File: config.mk
export PLATFORM = sky130hd
export DESIGN_NAME = telemetry_frame_receiver
export DESIGN_NICKNAME = d
export VERILOG_FILES = /design/src/rtl/tfr_pkg.sv /design/src/rtl/tfr_front.sv /design/src/rtl/tfr_queue.sv /design/src/rtl/tfr_back.sv /design/src/rtl/telemetry_frame_receiver.sv
export SDC_FILE = /design/constraint.sdc
export NUM_CORES = 1
export LEC_CHECK = 0
export ABC_AREA = 1
export CAP_MARGIN = 15
export CORE_MARGIN = 2
export CORE_UTILIZATION = 57
export CTS_CLUSTER_SIZE = 12
export DETAILED_ROUTE_END_ITERATION = 12
export DONT_BUFFER_PORTS = 1
export GPL_TIMING_DRIVEN = 0
export PLACE_DENSITY = 0.75
export SLEW_MARGIN = 20
export SYNTH_ARGS = -nofsm -noshare
export SYNTH_HDL_FRONTEND = slang
export SYNTH_HIERARCHICAL = 1
export SYNTH_SLANG_ARGS = --single-unit
File: constraint.sdc
create_clock -name clk -period 8 [get_ports clk]
set_input_delay 0.8 -clock clk [delete_from_list [all_inputs] [get_ports clk]]
set_output_delay 0.8 -clock clk [all_outputs]
set_load 0.01 [all_outputs]
File: src/rtl/tfr_pkg.sv
// Package for the telemetry frame receiver: sync codes, frame length,
// queue sizing and the decoded frame record passed from front to back.
// No dependencies.
package tfr_pkg;

    localparam logic [7:0] SYNC_FIRST     = 8'hEE;
    localparam logic [7:0] SYNC_SECOND    = 8'h16;
    localparam int         FRAME_BYTES    = 32;
    localparam int         POS_W          = $clog2(FRAME_BYTES);
    localparam logic [7:0] ZOOM_HIGH_MASK = 8'h0F;

    localparam int QUEUE_DEPTH = 2;
    localparam int QUEUE_AW    = $clog2(QUEUE_DEPTH);

    localparam logic KIND_VALID     = 1'b0;
    localparam logic KIND_CHECKSUM  = 1'b1;

    typedef struct packed {
        logic               bad;
        logic [7:0]         status_first;
        logic [7:0]         status_second;
        logic [11:0]        zoom_tenths;
        logic signed [15:0] sight_x;
        logic signed [15:0] sight_y;
        logic signed [15:0] roll_angle;
        logic signed [15:0] pitch_angle;
        logic signed [15:0] yaw_angle;
        logic [15:0]        range_tenths;
        logic [7:0]         self_test;
    } tfr_rec_t;

endpackage

File: src/rtl/tfr_front.sv
// Front end of the telemetry frame receiver: sync hunt, byte capture,
// running checksum and record push. Depends on tfr_pkg.
module tfr_front
    import tfr_pkg::*;
(
    input  logic           clk,
    input  logic           rst_n,
    input  logic           byte_valid,
    input  logic [7:0]     rx_byte,
    output logic           rec_push,
    output tfr_rec_t       rec_data
);

    localparam logic [POS_W-1:0] POS_START     = POS_W'(0);
    localparam logic [POS_W-1:0] POS_SYNC2     = POS_W'(2);
    localparam logic [POS_W-1:0] POS_LAST      = POS_W'(FRAME_BYTES - 1);
    localparam logic [POS_W-1:0] POS_STATUS1   = POS_W'(2);
    localparam logic [POS_W-1:0] POS_STATUS2   = POS_W'(3);
    localparam logic [POS_W-1:0] POS_ZOOM_LO   = POS_W'(4);
    localparam logic [POS_W-1:0] POS_ZOOM_HI   = POS_W'(5);
    localparam logic [POS_W-1:0] POS_SX_LO     = POS_W'(6);
    localparam logic [POS_W-1:0] POS_SX_HI     = POS_W'(7);
    localparam logic [POS_W-1:0] POS_SY_LO     = POS_W'(8);
    localparam logic [POS_W-1:0] POS_SY_HI     = POS_W'(9);
    localparam logic [POS_W-1:0] POS_ROLL_LO   = POS_W'(10);
    localparam logic [POS_W-1:0] POS_ROLL_HI   = POS_W'(11);
    localparam logic [POS_W-1:0] POS_PITCH_LO  = POS_W'(12);
    localparam logic [POS_W-1:0] POS_PITCH_HI  = POS_W'(13);
    localparam logic [POS_W-1:0] POS_YAW_LO    = POS_W'(14);
    localparam logic [POS_W-1:0] POS_YAW_HI    = POS_W'(15);
    localparam logic [POS_W-1:0] POS_RANGE_LO  = POS_W'(26);
    localparam logic [POS_W-1:0] POS_RANGE_HI  = POS_W'(27);
    localparam logic [POS_W-1:0] POS_SELF_TEST = POS_W'(28);

    logic [POS_W-1:0] pos_reg, pos_next;
    logic             expect_reg, expect_next;
    logic [7:0]       sum_reg, sum_next;
    logic             capture;

    logic [7:0]  status_first_reg;
    logic [7:0]  status_second_reg;
    logic [11:0] zoom_reg;
    logic [15:0] sight_x_reg;
    logic [15:0] sight_y_reg;
    logic [15:0] roll_reg;
    logic [15:0] pitch_reg;
    logic [15:0] yaw_reg;
    logic [15:0] range_reg;
    logic [7:0]  self_test_reg;

    always_comb
    begin
        pos_next    = pos_reg;
        expect_next = expect_reg;
        sum_next    = sum_reg;
        capture     = 1'b0;
        rec_push    = 1'b0;
        if (byte_valid)
        begin
            if (pos_reg == POS_START)
            begin
                if (rx_byte == SYNC_FIRST)
                begin
                    sum_next    = SYNC_FIRST;
                    pos_next    = POS_START + POS_W'(1);
                    expect_next = 1'b1;
                end
            end
            else if (expect_reg)
            begin
                if (rx_byte == SYNC_SECOND)
                begin
                    sum_next    = sum_reg + rx_byte;
                    pos_next    = POS_SYNC2;
                    expect_next = 1'b0;
                end
                else if (rx_byte == SYNC_FIRST)
                begin
                    // restart the frame on a repeated first sync byte
                    sum_next = SYNC_FIRST;
                    pos_next = POS_START + POS_W'(1);
                end
                else
                begin
                    sum_next    = 8'h00;
                    pos_next    = POS_START;
                    expect_next = 1'b0;
                end
            end
            else if (pos_reg != POS_LAST)
            begin
                capture  = 1'b1;
                sum_next = sum_reg + rx_byte;
                pos_next = pos_reg + POS_W'(1);
            end
            else
            begin
                rec_push    = 1'b1;
                sum_next    = 8'h00;
                pos_next    = POS_START;
                expect_next = 1'b0;
            end
        end
    end

    always_comb
    begin
        rec_data.bad           = (sum_reg != rx_byte);
        rec_data.status_first  = status_first_reg;
        rec_data.status_second = status_second_reg;
        rec_data.zoom_tenths   = zoom_reg;
        rec_data.sight_x       = sight_x_reg;
        rec_data.sight_y       = sight_y_reg;
        rec_data.roll_angle    = roll_reg;
        rec_data.pitch_angle   = pitch_reg;
        rec_data.yaw_angle     = yaw_reg;
        rec_data.range_tenths  = range_reg;
        rec_data.self_test     = self_test_reg;
    end

    always_ff @(posedge clk or negedge rst_n)
    begin
        if (!rst_n)
        begin
            pos_reg    <= POS_START;
            expect_reg <= 1'b0;
            sum_reg    <= 8'h00;
        end
        else
        begin
            pos_reg    <= pos_next;
            expect_reg <= expect_next;
            sum_reg    <= sum_next;
        end
    end

    // keep only the frame bytes that the decoded record uses
    always_ff @(posedge clk)
    begin
        if (capture)
        begin
            case (pos_reg)
                POS_STATUS1:   status_first_reg    <= rx_byte;
                POS_STATUS2:   status_second_reg   <= rx_byte;
                POS_ZOOM_LO:   zoom_reg[7:0]       <= rx_byte;
                POS_ZOOM_HI:   zoom_reg[11:8]      <= rx_byte[3:0] & ZOOM_HIGH_MASK[3:0];
                POS_SX_LO:     sight_x_reg[7:0]    <= rx_byte;
                POS_SX_HI:     sight_x_reg[15:8]   <= rx_byte;
                POS_SY_LO:     sight_y_reg[7:0]    <= rx_byte;
                POS_SY_HI:     sight_y_reg[15:8]   <= rx_byte;
                POS_ROLL_LO:   roll_reg[7:0]       <= rx_byte;
                POS_ROLL_HI:   roll_reg[15:8]      <= rx_byte;
                POS_PITCH_LO:  pitch_reg[7:0]      <= rx_byte;
                POS_PITCH_HI:  pitch_reg[15:8]     <= rx_byte;
                POS_YAW_LO:    yaw_reg[7:0]        <= rx_byte;
                POS_YAW_HI:    yaw_reg[15:8]       <= rx_byte;
                POS_RANGE_LO:  range_reg[7:0]      <= rx_byte;
                POS_RANGE_HI:  range_reg[15:8]     <= rx_byte;
                POS_SELF_TEST: self_test_reg       <= rx_byte;
                default:       ;
            endcase
        end
    end

endmodule

File: src/rtl/tfr_queue.sv
// Two-entry record queue between front and back of the frame receiver.
// Depends on tfr_pkg.
module tfr_queue
    import tfr_pkg::*;
(
    input  logic     clk,
    input  logic     rst_n,
    input  logic     wr_en,
    input  tfr_rec_t wr_data,
    output logic     q_full,
    input  logic     rd_en,
    output logic     rd_valid,
    output tfr_rec_t rd_data
);

    tfr_rec_t              entries_reg [QUEUE_DEPTH];
    logic [QUEUE_AW-1:0]   wr_ptr_reg, rd_ptr_reg;
    logic [QUEUE_AW:0]     count_reg, count_next;

    assign q_full   = (count_reg == (QUEUE_AW+1)'(QUEUE_DEPTH));
    assign rd_valid = (count_reg != '0);
    assign rd_data  = entries_reg[rd_ptr_reg];

    always_comb
    begin
        count_next = count_reg;
        case ({wr_en, rd_en})
            2'b10:   count_next = count_reg + (QUEUE_AW+1)'(1);
            2'b01:   count_next = count_reg - (QUEUE_AW+1)'(1);
            default: count_next = count_reg;
        endcase
    end

    always_ff @(posedge clk or negedge rst_n)
    begin
        if (!rst_n)
        begin
            wr_ptr_reg <= '0;
            rd_ptr_reg <= '0;
            count_reg  <= '0;
        end
        else
        begin
            if (wr_en)
                wr_ptr_reg <= wr_ptr_reg + QUEUE_AW'(1);
            if (rd_en)
                rd_ptr_reg <= rd_ptr_reg + QUEUE_AW'(1);
            count_reg <= count_next;
        end
    end

    always_ff @(posedge clk)
    begin
        if (wr_en)
            entries_reg[wr_ptr_reg] <= wr_data;
    end

endmodule

File: src/rtl/tfr_back.sv
// Back end of the frame receiver: valid frame count and result register.
// Depends on tfr_pkg.
module tfr_back
    import tfr_pkg::*;
(
    input  logic               clk,
    input  logic               rst_n,
    input  logic               rd_valid,
    input  tfr_rec_t           rd_data,
    output logic               rd_en,
    output logic               empty,
    input  logic               pop,
    output logic               result_kind,
    output logic [31:0]        frames_seen,
    output logic [7:0]         status_first,
    output logic [7:0]         status_second,
    output logic [11:0]        zoom_tenths,
    output logic signed [15:0] sight_x,
    output logic signed [15:0] sight_y,
    output logic signed [15:0] roll_angle,
    output logic signed [15:0] pitch_angle,
    output logic signed [15:0] yaw_angle,
    output logic [15:0]        range_tenths,
    output logic [7:0]         self_test
);

    logic        out_valid_reg;
    logic [31:0] count_reg, count_next;
    logic [31:0] frames_seen_reg;
    tfr_rec_t    out_rec_reg, out_rec_next;

    // refill the result register when it is free or being drained
    assign rd_en = rd_valid && (!out_valid_reg || pop);

    always_comb
    begin
        count_next   = count_reg;
        out_rec_next = rd_data;
        if (rd_data.bad)
        begin
            out_rec_next     = '0;
            out_rec_next.bad = KIND_CHECKSUM;
        end
        else
            count_next = count_reg + 32'd1;
    end

    always_ff @(posedge clk or negedge rst_n)
    begin
        if (!rst_n)
        begin
            out_valid_reg <= 1'b0;
            count_reg     <= 32'd0;
        end
        else
        begin
            if (rd_en)
            begin
                out_valid_reg <= 1'b1;
                count_reg     <= count_next;
            end
            else if (pop)
                out_valid_reg <= 1'b0;
        end
    end

    always_ff @(posedge clk)
    begin
        if (rd_en)
        begin
            out_rec_reg     <= out_rec_next;
            frames_seen_reg <= count_next;
        end
    end

    assign empty         = !out_valid_reg;
    assign result_kind   = out_rec_reg.bad;
    assign frames_seen   = frames_seen_reg;
    assign status_first  = out_rec_reg.status_first;
    assign status_second = out_rec_reg.status_second;
    assign zoom_tenths   = out_rec_reg.zoom_tenths;
    assign sight_x       = out_rec_reg.sight_x;
    assign sight_y       = out_rec_reg.sight_y;
    assign roll_angle    = out_rec_reg.roll_angle;
    assign pitch_angle   = out_rec_reg.pitch_angle;
    assign yaw_angle     = out_rec_reg.yaw_angle;
    assign range_tenths  = out_rec_reg.range_tenths;
    assign self_test     = out_rec_reg.self_test;

    a_count_step: assert property (@(posedge clk) disable iff (!rst_n)
        (count_reg == $past(count_reg)) || (count_reg == $past(count_reg) + 32'd1))
        else $error("valid frame count moved by more than one");

    a_seen_matches_count: assert property (@(posedge clk) disable iff (!rst_n)
        out_valid_reg |-> (frames_seen_reg == count_reg))
        else $error("shown frame count differs from running count");

    a_hold_on_stall: assert property (@(posedge clk) disable iff (!rst_n)
        (out_valid_reg && !pop) |=> (out_valid_reg && $stable(frames_seen_reg)
                                     && $stable(out_rec_reg)))
        else $error("result changed while stalled");

    a_bad_zero_fields: assert property (@(posedge clk) disable iff (!rst_n)
        (out_valid_reg && out_rec_reg.bad) |-> (out_rec_reg.status_first == 8'h00
                                                && out_rec_reg.range_tenths == 16'h0000))
        else $error("checksum error result carries frame data");

endmodule

File: src/rtl/telemetry_frame_receiver.sv
// Top level of the telemetry frame receiver: byte parser front end, record
// queue and result back end. Depends on tfr_pkg, tfr_front, tfr_queue, tfr_back.
//
// Usage:
//  - Input channel: one serial byte on rx_byte per transfer. A transfer
//    happens at a rising edge with push high and full low. Bytes are taken
//    one per cycle while full is low; full rises only when two decoded frames
//    wait in the record queue and a third is held in the result register.
//  - The front end hunts for 0xEE then 0x16, keeps the 8-bit sum of the
//    first 31 bytes and, on the 32nd byte, pushes one record (decoded frame
//    or checksum error) into a two-entry queue. Other bytes give no result.
//  - Result channel: the oldest result sits on the result ports while empty
//    is low; a transfer happens at a rising edge with pop high and empty low.
//  - Timing: a frame's record enters the queue at the edge that takes its 32nd
//    byte and shows on the result ports once the result register takes it.
//    Throughput is one byte per cycle while full is low, set by the compare-store-add in the
//    front end and the one-per-cycle refill of the result register.
//  - Stall: while pop stays low the result holds; the queue absorbs two more
//    frames before full stalls the byte stream.
//  - Reset (rst_n low, asynchronous): drop any partial frame, clear the
//    queue, mark the result register empty and clear the valid frame count.
module telemetry_frame_receiver
    import tfr_pkg::*;
(
    input  logic               clk,
    input  logic               rst_n,
    input  logic               push,
    output logic               full,
    input  logic [7:0]         rx_byte,
    output logic               empty,
    input  logic               pop,
    output logic               result_kind,
    output logic [31:0]        frames_seen,
    output logic [7:0]         status_first,
    output logic [7:0]         status_second,
    output logic [11:0]        zoom_tenths,
    output logic signed [15:0] sight_x,
    output logic signed [15:0] sight_y,
    output logic signed [15:0] roll_angle,
    output logic signed [15:0] pitch_angle,
    output logic signed [15:0] yaw_angle,
    output logic [15:0]        range_tenths,
    output logic [7:0]         self_test
);

    logic     byte_valid;
    logic     rec_push;
    tfr_rec_t rec_data;
    logic     q_full;
    logic     rd_en;
    logic     rd_valid;
    tfr_rec_t rd_data;

    // a byte transfers only while the record queue has room
    assign full       = q_full;
    assign byte_valid = push && !q_full;

    tfr_front u_front (
        .clk        (clk),
        .rst_n      (rst_n),
        .byte_valid (byte_valid),
        .rx_byte    (rx_byte),
        .rec_push   (rec_push),
        .rec_data   (rec_data)
    );

    tfr_queue u_queue (
        .clk      (clk),
        .rst_n    (rst_n),
        .wr_en    (rec_push),
        .wr_data  (rec_data),
        .q_full   (q_full),
        .rd_en    (rd_en),
        .rd_valid (rd_valid),
        .rd_data  (rd_data)
    );

    tfr_back u_back (
        .clk           (clk),
        .rst_n         (rst_n),
        .rd_valid      (rd_valid),
        .rd_data       (rd_data),
        .rd_en         (rd_en),
        .empty         (empty),
        .pop           (pop),
        .result_kind   (result_kind),
        .frames_seen   (frames_seen),
        .status_first  (status_first),
        .status_second (status_second),
        .zoom_tenths   (zoom_tenths),
        .sight_x       (sight_x),
        .sight_y       (sight_y),
        .roll_angle    (roll_angle),
        .pitch_angle   (pitch_angle),
        .yaw_angle     (yaw_angle),
        .range_tenths  (range_tenths),
        .self_test     (self_test)
    );

endmodule

==> impl_metrics.toml <==
[clock_network]
cts_max_path_buffers = 3
cts_made_buffers = 60
clk_pin_slew_ns = 0.06
clock-root-buffer = "clkbuf_16"
cts_num_sinks = 614
h-tree-depth = 2
clock_latency_ns = 0.61
cts_tree = "done"
post_cts_buffers = 0

[yosys]
async_flop_share_pct = 8.31
synth_top_cell_area_share_pct = 69.9
yosysMostFrequentCell = "edfxtp_1"
synth_compound_area_share_pct = 4.78
synthSimpleGateAreaFrac_pct = 10.9
ys_ff_latch = 614
synth-xor-area-share_pct = 0.968
yosysUniqueCellTypes = 40
syn_inst = 1853
yosysSeqAreaShare_pct = 75.2
ys_warn_count = 6
avgSynthCellArea_sq_um = 13.0
synth.area.top_cells = "edfxtp_1 70%, inv_1 5.5%, dfrtp_1 5.3%"
synth-adder-area-share_pct = 0.859
synth_ff_type = "edfxtp_1"
syn_area_sq_um = 24200
yosysTopAreaCell = "edfxtp_1"
mappedNetlistNets = 1881
synth_top_family_by_area = "simple AND/OR/NAND/NOR gates"
synth_commonest_cells = "563 x edfxtp_1, 355 x inv_1, 336 x nand2_1"
synth_edf_count = 563
muxShareOfSynthArea_pct = 0

[drt]
drt_iter0_drc = 1048
via_count = 13100
dr.pass1.iters = 6
finalWirelength_mm = 46.3
drt-vias-per-instance = 5.23
drc = 0
antenna_left = 0
post_drt_wl_per_cell_microns = 18.5

[critical_path]
cp-end-kind = "register"
crit_chain = "buf_6 > buf_6 > o21ai_0 > buf_6 > clkbuf_1 > clkbuf_1 > nor2_1"
crit_slowest_cell = "clkbuf_1"
cp_common_cell = "buf_6"
critPathKind = "reg -> reg"
critPathLaunchType = "register"
max_stage_delay_ns = 0.80
cp.required_ns = 8.31
worst-path-buf-inv = 5
path_delay_family = "buffers and inverters"
arrival_ns = 3.48
worstPathMaxFanout = 10

[timing]
hold_viol_final = 0
slew_headroom_pct = 30.3
drv_slew = 0
rsz0062_at_grt = "no"
fmax_mhz = 315
finClkSkew_ns = 0.0228
setup_viol = 0
min_period_ns = 3.18
setup_tns_ns = 0
fin_crit_sh_pct = 39.7
fin_ws_ns = 4.82
tightest_slew_ns = 1.05

[die]
die_area_sq_um = 44100
fp.dieH_microns = 210
boundaryPins = 179
start_util_pct = 57.6
fp.dieW_microns = 210
fp-row-count = 75
core_sq_um = 41900

[worst_hold_path]
hold_path.class = "in -> async"

[power_and_ir_drop]
ir_worst_vdd_uv = 217
power.total_mw = 9.16
p_per_area_nw_per_um2 = 340
p_leak_nw = 10.8

[grt]
grt_max_degree = 83
grt_pass1_vias = 13000
grt_first_pass_wirelength_mm = 71.1
antenna_found_initial = 1
grt_overflow = 0
grt.total_usage_pct = 21.3

[layout]
largest_reg_flops = 266
final_core_util_pct = 64.2
areaGrowthSynthToFinish_pct = 11.4
fill_cells = 2890
final_nets = 1955
stdcell_count = 2503
drive_gt1_share_pct = 12.6
antenna_cells = 0

[place]
hpwl_mm = 29.1
io_buffers = 0
gp_congestion = 0.875
numPlacedInstances = 2403
pre_cts_slack_ns = 4.72

[flow_run]
maxCapViolCount = 0

[status]
outcome = "finished, final reports clean"
-- worst reg2reg max path, cell delays in order, from the launching register on --
cell      delay [ns]
dfrtp_1         0.38
buf_6           0.14
buf_6           0.14
o21ai_0         0.45
buf_6           0.27
clkbuf_1        0.81
clkbuf_1        0.52
nor2_1          0.18
-- cells by family (layout without fill, tap and decap cells) --
| kind of cell | Yosys count | count (layout) |
|---|---|---|
| AO/OA/AOI/OAI | 166 | 166 |
| XOR/XNOR | 25 | 25 |
| flip-flops | 614 | 614 |
| AND/OR/NAND/NOR | 619 | 619 |
| buffers and inverters | 413 | 524 |
| adder cells (fa/ha/maj) | 16 | 16 |
-- layout make-up --
class                   count  area, sq um  area share, %
clock buffers              88         1670           6.20
clock inverters            11         86.3          0.321
well taps                 539          674           2.50
flip-flops and latches    614        18200           67.5
multi-input cells         826         4270           15.9
plain buffers              53          417           1.55
repair buffers             12          273           1.01
inverters                 360         1360           5.05
-- worst paths after layout --
kind,startpoint,to,slack [ns],depth (start not counted)
worst max-delay path,u_queue/rd_ptr_reg,u_back/status_second[0],4.82,7
worst max register to register,u_queue/rd_ptr_reg,u_back/status_second[0],4.82,7
max in group asynchronous,rst_n,u_front/sum_reg[6],7.70,1
worst min register to register,u_front/range_reg[6],u_queue/entries_reg[1][14],0.44,0
worst min-delay path,rst_n,u_back/count_reg[2],0.06,1
min in group clk,rx_byte[5],u_front/range_reg[13],0.29,0
-- cells in the final DEF (no fill, tap or decap), drive strengths merged, types with 10 or more instances in the layout --
cell,n
nand3,37
inv,359
nor2,193
o21ai,159
xor2,20
clkinv,10
edfxtp,563
buf,46
nand4,14
dfrtp,51
nand2,352
clkbuf,107
ha,15
nor3,12
-- power by group --
part / switching, mW / total, mW / internal, mW
clock: 1.09 / 2.54 / 1.46
combinational: 1.29 / 1.90 / 0.612
sequential: 0.466 / 4.71 / 4.25
-- layer usage --
metal / share of wire [%] / GRT usage [%]
met3: 6.4 / 3.86
met4: 2.0 / 5.97
met2: 52 / 37.5
met1: 40 / 27.5
met5: 0 / 0
-- stage by stage --
stage	cell area (sq um)	hold slack, ns
after floorplan	24200	0.421
after global placement	24900	0.422
after detailed placement	25100	0.429
after CTS	26900	0.0336
after global routing	26900	0.0513
final	26900	0.0625
-- what timing repair did --
action	4_1_cts	5_1_grt
hold buffers	1	0
hold endpoints to repair	51	0
resized for setup	0	0
(Power assumes the default switching activity.)
